`config.mk`:
```
export PLATFORM = sky130hd
export DESIGN_NAME = binomial_mod_2_32_core
export DESIGN_NICKNAME = d
export VERILOG_FILES = /design/src/design/bm232_pkg.sv /design/src/design/bm232_mul.sv /design/src/design/binomial_mod_2_32_core.sv
export SDC_FILE = /design/constraint.sdc
export NUM_CORES = 2
export LEC_CHECK = 0
export ABC_AREA = 1
export BUFFER_PORTS_ARGS = -buffer_cell sky130_fd_sc_hd__buf_2
export CAP_MARGIN = 20
export CELL_PAD_IN_SITES_DETAIL_PLACEMENT = 0
export CELL_PAD_IN_SITES_GLOBAL_PLACEMENT = 2
export CORE_MARGIN = 2
export CORE_UTILIZATION = 40
export CTS_BUF_LIST = sky130_fd_sc_hd__clkbuf_4
export DETAILED_ROUTE_END_ITERATION = 6
export HOLD_SLACK_MARGIN = 0.02
export PLACE_DENSITY_LB_ADDON = 0.05
export SLEW_MARGIN = 20
export SYNTH_ARGS = -nofsm -noshare
export SYNTH_HDL_FRONTEND = slang
export SYNTH_SLANG_ARGS = --single-unit
```
`constraint.sdc`:
```
create_clock -name clock -period 21.1 [get_ports clock]
set_input_delay 4.22 -clock clock [delete_from_list [all_inputs] [get_ports clock]]
set_output_delay 4.22 -clock clock [all_outputs]
set_load 0.02 [all_outputs]
```
`src/design/bm232_pkg.sv`:
```
// Package for the binomial mod 2^32 core: sequencer state, multiplier operand codes,
// and the block constants of the odd-number product.
// No dependencies.
`default_nettype none

package bm232_pkg;

   localparam int unsigned CountBits   = 31;             // odd-count is taken mod 2^31
   localparam int unsigned BlockLog    = 15;             // 2^15 odd factors per block
   localparam int unsigned BlkCntBits  = CountBits - BlockLog;
   localparam int unsigned StepBits    = BlockLog + 1;
   localparam int unsigned NewtonSteps = 5;
   localparam int unsigned IterBits    = 3;
   localparam int unsigned TwosBits    = 33;

   localparam logic [StepBits-1:0] InitLastStep = {StepBits{1'b1}};

   typedef enum logic [11:0] {
      ST_INIT_S = 12'b0000_0000_0001,
      ST_INIT_P = 12'b0000_0000_0010,
      ST_IDLE   = 12'b0000_0000_0100,
      ST_LEVEL  = 12'b0000_0000_1000,
      ST_BLOCK  = 12'b0000_0001_0000,
      ST_REM    = 12'b0000_0010_0000,
      ST_INV_A  = 12'b0000_0100_0000,
      ST_INV_B  = 12'b0000_1000_0000,
      ST_INV_C  = 12'b0001_0000_0000,
      ST_FINAL  = 12'b0010_0000_0000,
      ST_SCALE  = 12'b0100_0000_0000,
      ST_OUT    = 12'b1000_0000_0000
   } state_type;

   typedef enum logic [1:0] {
      SEL_N = 2'd0,
      SEL_K = 2'd1,
      SEL_M = 2'd2
   } fact_sel_type;

   typedef enum logic [2:0] {
      MUL_NONE   = 3'd0,
      MUL_INIT_S = 3'd1,
      MUL_INIT_P = 3'd2,
      MUL_BLOCK  = 3'd3,
      MUL_REM    = 3'd4,
      MUL_INV_A  = 3'd5,
      MUL_INV_C  = 3'd6,
      MUL_FINAL  = 3'd7
   } mul_op_type;

   typedef struct packed {
      logic [31:0]         acc;
      logic [31:0]         fac;
      logic [31:0]         odd;
      logic [31:0]         blk_const;
      logic [31:0]         blk_lin;
      logic [StepBits-1:0] step;
      logic [31:0]         den;
      logic [31:0]         inv;
      logic [31:0]         corr;
      logic [31:0]         num;
   } mul_src_type;

endpackage

`default_nettype wire

```
`src/design/bm232_mul.sv`:
```
// Shared 32x32 multiplier (low word) with operand selection per sequencer step.
// Depends on bm232_pkg.
`default_nettype none

module bm232_mul
   import bm232_pkg::*;
(
   input  mul_op_type  op,
   input  mul_src_type src,
   output logic [31:0] product
);

   logic [31:0] a_w;
   logic [31:0] b_w;

   always_comb begin
      unique case (op)
         MUL_INIT_S: begin
            a_w = src.blk_lin;
            b_w = 32'(src.step);
         end
         MUL_INIT_P: begin
            a_w = src.blk_const;
            b_w = 32'(src.step);
         end
         MUL_BLOCK: begin
            a_w = src.acc;
            b_w = src.fac;
         end
         MUL_REM: begin
            a_w = src.acc;
            b_w = src.odd;
         end
         MUL_INV_A: begin
            a_w = src.den;
            b_w = src.inv;
         end
         MUL_INV_C: begin
            a_w = src.inv;
            b_w = src.corr;
         end
         MUL_FINAL: begin
            a_w = src.num;
            b_w = src.inv;
         end
         MUL_NONE: begin
            a_w = 32'd0;
            b_w = 32'd0;
         end
         default: begin
            a_w = 32'd0;
            b_w = 32'd0;
         end
      endcase
   end

   assign product = a_w * b_w;

endmodule

`default_nettype wire

```
`src/design/binomial_mod_2_32_core.sv`:
```
// Top level: C(n,k) mod 2^32 via odd-part factorial products on one shared multiplier.
// Depends on bm232_pkg and bm232_mul.
//
//  channel | dir | tdata                          | tuser
//  req     | in  | [31:0] n_value, [63:32] k_value | -
//  rsp     | out | [31:0] binomial_low_word       | [0] bad_argument
//
// After reset the block constants are built in ST_INIT_S and ST_INIT_P; req_tready stays low.
// Each odd factor or block of 2^15 odd factors takes one multiplication in ST_REM or ST_BLOCK,
// plus a pass through ST_LEVEL per level; k above n goes straight to the result.
// One item at a time; req_tready is high only when idle, and a result holds until taken.
`default_nettype none

module binomial_mod_2_32_core
   import bm232_pkg::*;
#(
   parameter int unsigned ARG_BITS = 32
) (
   input  wire logic        clock,
   input  wire logic        reset,
   input  wire logic        req_tvalid,
   output logic             req_tready,
   input  wire logic [63:0] req_tdata,   // [31:0] n_value, [63:32] k_value
   output logic             rsp_tvalid,
   input  wire logic        rsp_tready,
   output logic [31:0]      rsp_tdata,   // [31:0] binomial_low_word
   output logic             rsp_tuser    // [0] bad_argument
);

   localparam logic [31:0] ArgMask = (ARG_BITS >= 32) ? 32'hFFFF_FFFF :
                                     32'((64'd1 << ARG_BITS) - 64'd1);

   state_type             state_ff, state_in;
   fact_sel_type          sel_ff, sel_in;
   logic [31:0]           n_ff, n_in, k_ff, k_in, x_ff, x_in;
   logic [31:0]           num_ff, num_in, den_ff, den_in;
   logic [31:0]           fac_ff, fac_in, odd_ff, odd_in;
   logic [31:0]           blk_const_ff, blk_const_in, blk_lin_ff, blk_lin_in;
   logic [StepBits-1:0]   step_ff, step_in;
   logic [TwosBits-1:0]   tz_ff, tz_in;
   logic [BlkCntBits-1:0] cnt_blk_ff, cnt_blk_in;
   logic [BlockLog-1:0]   cnt_rem_ff, cnt_rem_in;
   logic [31:0]           inv_ff, inv_in, corr_ff, corr_in, res_ff, res_in;
   logic [IterBits-1:0]   iter_ff, iter_in;
   logic                  bad_ff, bad_in;

   mul_op_type  mul_op;
   mul_src_type mul_src;
   logic [31:0] product;
   logic [32:0] x_plus_one;
   logic [CountBits-1:0] odd_count;
   logic [31:0] n_req, k_req;
   logic [TwosBits-1:0] half_x;

   bm232_mul u_mul (
      .op      (mul_op),
      .src     (mul_src),
      .product (product)
   );

   assign x_plus_one = {1'b0, x_ff} + 33'd1;
   assign odd_count  = x_plus_one[CountBits:1];
   assign half_x     = TwosBits'(x_ff[31:1]);
   assign n_req      = req_tdata[31:0] & ArgMask;
   assign k_req      = req_tdata[63:32] & ArgMask;

   always_comb begin
      mul_src.acc       = (sel_ff == SEL_N) ? num_ff : den_ff;
      mul_src.fac       = fac_ff;
      mul_src.odd       = odd_ff;
      mul_src.blk_const = blk_const_ff;
      mul_src.blk_lin   = blk_lin_ff;
      mul_src.step      = step_ff;
      mul_src.den       = den_ff;
      mul_src.inv       = inv_ff;
      mul_src.corr      = corr_ff;
      mul_src.num       = num_ff;
      unique case (state_ff)
         ST_INIT_S: mul_op = MUL_INIT_S;
         ST_INIT_P: mul_op = MUL_INIT_P;
         ST_BLOCK:  mul_op = MUL_BLOCK;
         ST_REM:    mul_op = MUL_REM;
         ST_INV_A:  mul_op = MUL_INV_A;
         ST_INV_C:  mul_op = MUL_INV_C;
         ST_FINAL:  mul_op = MUL_FINAL;
         default:   mul_op = MUL_NONE;
      endcase
   end

   always_comb begin
      state_in     = state_ff;
      sel_in       = sel_ff;
      n_in         = n_ff;
      k_in         = k_ff;
      x_in         = x_ff;
      num_in       = num_ff;
      den_in       = den_ff;
      fac_in       = fac_ff;
      odd_in       = odd_ff;
      blk_const_in = blk_const_ff;
      blk_lin_in   = blk_lin_ff;
      step_in      = step_ff;
      tz_in        = tz_ff;
      cnt_blk_in   = cnt_blk_ff;
      cnt_rem_in   = cnt_rem_ff;
      inv_in       = inv_ff;
      corr_in      = corr_ff;
      res_in       = res_ff;
      iter_in      = iter_ff;
      bad_in       = bad_ff;
      unique case (state_ff)
         ST_INIT_S: begin
            corr_in  = product;
            state_in = ST_INIT_P;
         end
         ST_INIT_P: begin
            blk_const_in = product;
            blk_lin_in   = blk_const_ff + corr_ff;
            step_in      = step_ff + StepBits'(2);
            state_in     = (step_ff == InitLastStep) ? ST_IDLE : ST_INIT_S;
         end
         ST_IDLE: begin
            if (req_tvalid) begin
               if (k_req > n_req) begin
                  res_in   = 32'd0;
                  bad_in   = 1'b1;
                  state_in = ST_OUT;
               end else begin
                  n_in     = n_req;
                  k_in     = k_req;
                  x_in     = n_req;
                  sel_in   = SEL_N;
                  num_in   = 32'd1;
                  den_in   = 32'd1;
                  tz_in    = '0;
                  bad_in   = 1'b0;
                  state_in = ST_LEVEL;
               end
            end
         end
         ST_LEVEL: begin
            if (x_ff == 32'd0) begin
               unique case (sel_ff)
                  SEL_N: begin
                     x_in   = k_ff;
                     sel_in = SEL_K;
                  end
                  SEL_K: begin
                     x_in   = n_ff - k_ff;
                     sel_in = SEL_M;
                  end
                  SEL_M: begin
                     inv_in   = den_ff;
                     iter_in  = '0;
                     state_in = ST_INV_A;
                  end
                  default: state_in = ST_IDLE;
               endcase
            end else begin
               cnt_blk_in = odd_count[CountBits-1:BlockLog];
               cnt_rem_in = odd_count[BlockLog-1:0];
               fac_in     = blk_const_ff;
               odd_in     = (32'(odd_count[CountBits-1:BlockLog]) << StepBits) | 32'd1;
               x_in       = {1'b0, x_ff[31:1]};
               tz_in      = (sel_ff == SEL_N) ? tz_ff + half_x : tz_ff - half_x;
               state_in   = ST_BLOCK;
            end
         end
         ST_BLOCK: begin
            if (cnt_blk_ff == '0) begin
               state_in = ST_REM;
            end else begin
               if (sel_ff == SEL_N) num_in = product;
               else                 den_in = product;
               fac_in     = fac_ff + (blk_lin_ff << StepBits);
               cnt_blk_in = cnt_blk_ff - BlkCntBits'(1);
            end
         end
         ST_REM: begin
            if (cnt_rem_ff == '0) begin
               state_in = ST_LEVEL;
            end else begin
               if (sel_ff == SEL_N) num_in = product;
               else                 den_in = product;
               odd_in     = odd_ff + 32'd2;
               cnt_rem_in = cnt_rem_ff - BlockLog'(1);
            end
         end
         ST_INV_A: begin
            corr_in  = product;
            state_in = ST_INV_B;
         end
         ST_INV_B: begin
            corr_in  = 32'd2 - corr_ff;
            state_in = ST_INV_C;
         end
         ST_INV_C: begin
            inv_in   = product;
            iter_in  = iter_ff + IterBits'(1);
            state_in = (iter_ff == IterBits'(NewtonSteps - 1)) ? ST_FINAL : ST_INV_A;
         end
         ST_FINAL: begin
            res_in   = product;
            state_in = ST_SCALE;
         end
         ST_SCALE: begin
            // exponent of two at or above the word size clears the word
            res_in   = (|tz_ff[TwosBits-1:5]) ? 32'd0 : (res_ff << tz_ff[4:0]);
            state_in = ST_OUT;
         end
         ST_OUT: begin
            if (rsp_tready) state_in = ST_IDLE;
         end
         default: state_in = ST_IDLE;
      endcase
   end

   always_ff @(posedge clock) begin
      if (reset) begin
         state_ff     <= ST_INIT_S;
         sel_ff       <= SEL_N;
         blk_const_ff <= 32'd1;
         blk_lin_ff   <= 32'd0;
         step_ff      <= StepBits'(1);
         iter_ff      <= '0;
      end else begin
         state_ff     <= state_in;
         sel_ff       <= sel_in;
         blk_const_ff <= blk_const_in;
         blk_lin_ff   <= blk_lin_in;
         step_ff      <= step_in;
         iter_ff      <= iter_in;
         n_ff         <= n_in;
         k_ff         <= k_in;
         x_ff         <= x_in;
         num_ff       <= num_in;
         den_ff       <= den_in;
         fac_ff       <= fac_in;
         odd_ff       <= odd_in;
         tz_ff        <= tz_in;
         cnt_blk_ff   <= cnt_blk_in;
         cnt_rem_ff   <= cnt_rem_in;
         inv_ff       <= inv_in;
         corr_ff      <= corr_in;
         res_ff       <= res_in;
         bad_ff       <= bad_in;
      end
   end

   assign req_tready = (state_ff == ST_IDLE);
   assign rsp_tvalid = (state_ff == ST_OUT);
   assign rsp_tdata  = res_ff;
   assign rsp_tuser  = bad_ff;

   a_not_both: assert property (@(posedge clock) disable iff (reset)
      !(req_tready && rsp_tvalid))
      else $error("ready while a result is pending");

   a_bad_zero: assert property (@(posedge clock) disable iff (reset)
      (rsp_tvalid && rsp_tuser) |-> (rsp_tdata == 32'd0))
      else $error("bad argument with nonzero word");

   a_busy_after_accept: assert property (@(posedge clock) disable iff (reset)
      (req_tvalid && req_tready) |=> !req_tready)
      else $error("ready straight after a transfer");

   a_idle_after_rsp: assert property (@(posedge clock) disable iff (reset)
      (rsp_tvalid && rsp_tready) |=> (req_tready && !rsp_tvalid))
      else $error("not idle after result transfer");

   a_bad_needs_order: assert property (@(posedge clock) disable iff (reset)
      (req_tvalid && req_tready && (k_req > n_req)) |=> (rsp_tvalid && rsp_tuser))
      else $error("k above n not flagged at once");

endmodule

`default_nettype wire

```
* Word-level counts from Yosys, hierarchy flattened
Cells that the tools add are included.
** Storage, ports and cells
- Output and inout bits :: 35
- Logic and storage cells :: 168
- Register bits :: 482
- Input port bits :: 68
** Cells by class
- Multiplexer cells :: 63
- Add/subtract/negate cells :: 12
- $lt $le $gt $ge :: 1
- Reductions and logical operators :: 31
- Bitwise operators :: 2
- Multiply operators :: 1
- Equality and inequality tests :: 37
- Shift-type cells :: 1
** Operators by type and width (count)
- $mux 32 :: 21
- $pmux 32 s2 :: 6
- $pmux 32 s3 :: 3
- $pmux 32 s7 :: 1
- $pmux 32 s6 :: 1
- $pmux 12 s12 :: 1
- $mux 33 :: 4
- $mux 12 :: 6
- $pmux 33 s2 :: 1
- $add 32x32->32 :: 2
- $add 33x31->33 :: 1
- $sub 33x31->33 :: 1
- $add 32x1->32 const B :: 1
- $add 32x2->32 const B :: 1
- $gt 32x32->1 :: 1
- $logic_not 32->1 :: 1
- $mul 32x32->32 :: 1
- $mux 16 :: 2
- $pmux 16 s2 :: 1
- $shl 32x5->32 :: 1
- $sub 2x32->32 const A :: 1
- $sub 32x32->32 :: 1
- $mux 15 :: 2
- $pmux 15 s2 :: 1
- other kinds (49) :: 86

* Longest topological paths before layout
- Word-level depth :: 9
- Mapped depth :: 51
- Gate-level depth less buffers :: 47

* By module
Synthesis repeated with hierarchy kept, for this count alone.
** Unflattened totals
- Cell total of the unflattened synthesis :: 6707
- Area, all modules :: 50453.4 µm²
** By module, submodules not included
- binomial_mod_2_32_core :: instances 1, seq. area each 13452.9 µm², area an instance 31763.0 µm², cells an instance 4102
- bm232_mul :: instances 1, seq. area each 0.0 µm², area an instance 18690.4 µm², cells an instance 2605

* Worst setup path after synthesis
Ideal clock, no wire load.
- Kind :: input to register
- From :: input req_tdata[27]
- To :: register den_ff[0], enable pin
- Stages on the path :: 9
- Buffers on the path :: 0
- Library setup time :: 827 ps
- Arrival :: 15518 ps
- Required time :: 20273 ps
- Path slack :: 4755 ps
- Cell sequence :: inv_1 > ha_1 > nand2_1 > or4_1 > nor4_1 > nand3_1 > nand2_1 > nor2_1 > a2111oi_0
** Between the ends
- Word-level cells in the longest chain between the ends :: 3
** RTL lines
- start, declared :: RTL line binomial_mod_2_32_core.sv:23 : input wire logic [63:0] req_tdata,
- $gt 32x32->1 :: RTL line binomial_mod_2_32_core.sv:124 : if (k_req > n_req) begin
- $ne 2x2->1 (no line)
- $reduce_and 6->1 (no line)
- end signal, assigned :: RTL line binomial_mod_2_32_core.sv:237 : den_ff <= den_in;
- end, declared :: RTL line binomial_mod_2_32_core.sv:36 : logic [31:0] num_ff, num_in, den_ff, den_in;
Every way passes these cells.
A chain may end at the register's enable or synchronous reset.

* Worst setup path in the final report
- From :: register state_ff[0]
- To :: register res_ff[26] (netlist: rsp_tdata[26]), data pin
** Between the ends
- Word-level cells in the longest chain between the ends :: 7
- Elaborated cells on any way between the ends :: 25
- Classes of those cells :: mul (1); eq/ne (16); mux (4); reduce/logical (4)
** RTL lines
- start, declared :: RTL line binomial_mod_2_32_core.sv:33 : state_type state_ff, state_in;
- start signal, assigned :: RTL line binomial_mod_2_32_core.sv:227 : state_ff <= state_in;
- $eq 12x10->1, or another cell as far along :: RTL line binomial_mod_2_32_core.sv:78, binomial_mod_2_32_core.sv:111
- $pmux 3 s7 :: RTL line binomial_mod_2_32_core.sv:78 : unique case (state_ff)
- $eq 3x2->1, or another cell as far along :: RTL line bm232_mul.sv:17 : unique case (op)
- $reduce_or 2->1 (no line)
- $pmux 32 s7 or $pmux 32 s6 (tied branches) :: RTL line bm232_mul.sv:17
- $mul 32x32->32 :: RTL line bm232_mul.sv:57 : assign product = a_w * b_w;
- $pmux 32 s3 * :: RTL line binomial_mod_2_32_core.sv:111 : unique case (state_ff)
- end signal, assigned :: RTL line binomial_mod_2_32_core.sv:245 : res_ff <= res_in;
- end, declared :: RTL line binomial_mod_2_32_core.sv:43 : logic [31:0] inv_ff, inv_in, corr_ff, corr_in, res_ff, res_in;
Every way passes the cells marked *; elsewhere a longest branch is shown, timed or not.

==> summary.txt <==
CTS
  – Root Buffer: clkbuf_4
  – Setup Fix Bufs, Post-CTS: 0
  – TritonCTS Buffers: 146
  – CTS tree: built
  – Post-CTS Resized: 0
  – H-Tree Depth: 4
  – Sink Count: 480
  – Clock transition at the registers of the reported paths: 0.07 ns
  – CTS Hold Bufs: 0
  – Worst-Skew Late Latency: 1.11 ns
  – Clock Tree Buf Depth: 3

Die
  – Num ports: 103
  – Initial Utilization: 40.3%
  – Die area: 124000 um2
  – Core area: 120000 um2
  – # rows: 127
  – Chip width: 352 um
  – Die Ht: 352 um

Synthesis
  – Seq/Total Area, Yosys: 27.8%
  – Mux cell area share after synthesis: 0.103%
  – Ys Warns: 0
  – Syn Inst Count: 6204
  – Cell Area, Synth: 48400 um2
  – Ys async rst share: 0%
  – Synth Area in Simple Gates: 20.9%
  – Synth Net Count: 6959
  – Synth Area in Compound Gates: 12.8%
  – Area share of fa/ha/maj cells after synthesis: 24.2%
  – Synth cell types: 74
  – Seq cells post-synth: 480
  – Avg Synthesized Cell Area: 7.80 um2
  – Top_reg_cell synth: edfxtp_1
  – Number of synthesized flops with an enable pin: 384
  – Post-synthesis xor/xnor area fraction: 3.19%
  – Largest family of logic cells by synthesized area: adder cells

Critical path
  – Worst Setup Start Kind: flip-flop
  – Req. time, crit path: 22.02 ns
  – Max stage delay on crit path: 0.87 ns
  – Worst reg2reg setup slack: 9.86 ns
  – CP Max Fanout: 37
  – Worst path most repeated cell: inv_1
  – Setup Crit Path Kind: reg2reg
  – Critical Path AT: 12.16 ns
  – CP max-delay cell: a21oi_2
  – CP endpoint kind: flip-flop

Routing
  – DR pass1 iterations: 6
  – WL/cell: 23.6 um
  – Detail Route Antenna Nets: 0
  – Vias per cell: 5.39
  – Post-Route WL: 190 mm
  – Iteration-0 DRC Markers: 4396
  – Vias: 43300
  – DRC Markers: 0

Cells and area
  – Max reg flops: 33
  – Reg area: 13500 um2
  – Reg with most FFs: tz_ff
  – Final nets: 7051
  – Layout cells sized above 1: 9.09%
  – Multi-input logic area: 29800 um2
  – Layout area overhead: 8.88%
  – Fillers: 12400

Pwr
  – LEAKAGE: 0.0245 uW
  – Pwr/cell area: 90.8 nW/um2
  – Maximum VDD drop: 84.4 uV

Place
  – Port Buffers: 102
  – Post-DP HPWL: 146 mm
  – GP Congestion: 0.899

GRT
  – Met2 usage: 43.3%
  – Initial antenna violation count: 8
  – Gr ovfl total: 0
  – Vias in the first global route: 41600
  – Largest net degree at the start of global routing: 118
  – Total Routing Usage GR: 30.8%
  – Met3 Resource Use GR: 5.67%
  – Met1 usage: 48.0%
  – Gr busiest metal: met1
  – First-pass GRT wire length: 279 mm

Job
  – Max_cap viols: 0

STA
  – Least-Margin Pin Slew: 1.22 ns
  – Tmin final: 11.24 ns
  – Fmax: 89.0 MHz
  – RSZ-0062 raised after global routing: no
  – Fin. max-slew vios: 0
  – Final setup viols: 0
  – Setup total negative slack: 0 ns
  – Tcrit/Tclk final: 53.3%
  – Skew final: 0.0494 ns
  – Fin. Hold Viols: 0
  – Hold Slack: 0.489 ns
  – Max_slew headroom: 18.9%

Hold path
  – Hold WC Path Type: reg2reg

Outcome
  – Outcome: complete, no violations
[cell usage after synthesis (9+ instances only)]
cell type	instances	area, um2
nand2_1	1277	4790
o21bai_1	18	135
o21a_1	22	165
nor2_2	18	113
nor2_1	652	2450
buf_1	20	75.1
xnor2_1	46	403
nand3_1	232	1160
a21oi_1	352	1760
nor4_1	29	181
inv_1	1098	4120
o31ai_1	14	105
o221ai_1	38	333
nor2_4	11	124
ha_1	275	3440
buf_2	25	125
o211ai_1	63	473
o22ai_1	23	144
fa_1	412	8250
buf_4	10	75.1
o21ai_1	19	95.1
nand4_1	60	375
a31oi_1	30	188
nand3b_1	16	120
inv_2	24	90.1
or2_2	9	56.3
a21boi_0	13	97.6
nand2_4	9	101
dfxtp_1	96	1920
o21ai_0	419	2100
edfxtp_1	384	11500
nor3_1	45	225
clkbuf_1	181	679
a21o_1	9	67.6
xor2_1	130	1140
[placed cells by master, fill, tap and decap left out, types with 96 or more instances in the layout]
| cell | netlist | final |
|---|---|---|
| inv_1 | 1098 | 1095 |
| ha_1 | 275 | 275 |
| nand2_1 | 1277 | 1277 |
| edfxtp_1 | 384 | 384 |
| buf_2 | 25 | 101 |
| clkbuf_4 | 0 | 234 |
| nand3_1 | 232 | 232 |
| fa_1 | 412 | 412 |
| xor2_1 | 130 | 130 |
| a21oi_1 | 352 | 351 |
| dfxtp_1 | 96 | 96 |
| nor2_1 | 652 | 644 |
| o21ai_0 | 419 | 418 |
[report_power, final]
part           total [uW]  internal (uW)  leakage, uW  switching, uW
Sequential           1180           1110      0.00425           66.0
Clock                1010            538      0.00120            472
Combinational        2590            784       0.0191           1810
[stage by stage]
step / setup slack [ns] / area (um2) / total power (uW) / std cells / utilization, %
2_1_floorplan: 4.76 / 48400 / 2800 / 6204 / -
3_3_place_gp: 10.04 / 50600 / 3770 / 7758 / 42.2
3_5_place_dp: 9.95 / 50700 / 3790 / 7759 / 42.2
4_1_cts: 9.88 / 52600 / 4810 / 8028 / 43.9
5_1_grt: 9.23 / 52700 / 5110 / 8035 / 43.9
6_report: 9.86 / 52700 / 4780 / 8037 / 43.9
[worst max-delay path, delay by kind of cell (launching register included)]
kind	cells	cell delay, ns
XOR/XNOR	1	0.49
flip-flops	1	0.34
AO/OA/AOI/OAI	8	2.97
adder cells (fa/ha/maj)	9	3.82
buffers and inverters	8	1.60
AND/OR/NAND/NOR	11	1.76
[cell type report]
type	instances	share of cell area, %
flip-flops and latches	480	25.5
multi-input cells	4348	56.5
clock inverters	35	0.416
repair buffers	190	2.31
clock buffers	234	3.33
inverters	1130	8.06
well taps	1612	3.83
diodes	8	0.0380
[kinds of logic after synthesis]
| logic type | Yosys count |
|---|---|
| AOI/OAI and AO/OA | 1078 |
| muxes | 5 |
| and+or+nand+nor | 2402 |
| buffers and inverters | 1376 |
| DFF | 480 |
| xor gates and xnor gates | 176 |
| adders and majority gates | 687 |
[final timing paths]
kind / startpoint / to / depth (start not counted)
setup / recovery: state_ff[0] / rsp_tdata[26] / 37
hold / removal: iter_ff[1] / iter_ff[1] / 2
setup reg to reg: state_ff[0] / rsp_tdata[26] / 37
hold reg to reg: iter_ff[1] / iter_ff[1] / 2
[metal layers]
metal / up-vias / part of all wire (%)
met4: 6 / 2.1
met1: 21200 / 49
met5: - / 0.036
met2: 1603 / 40
li1: 20300 / -
met3: 224 / 8.3
Note: power is estimated with default switching activity, not from simulation.
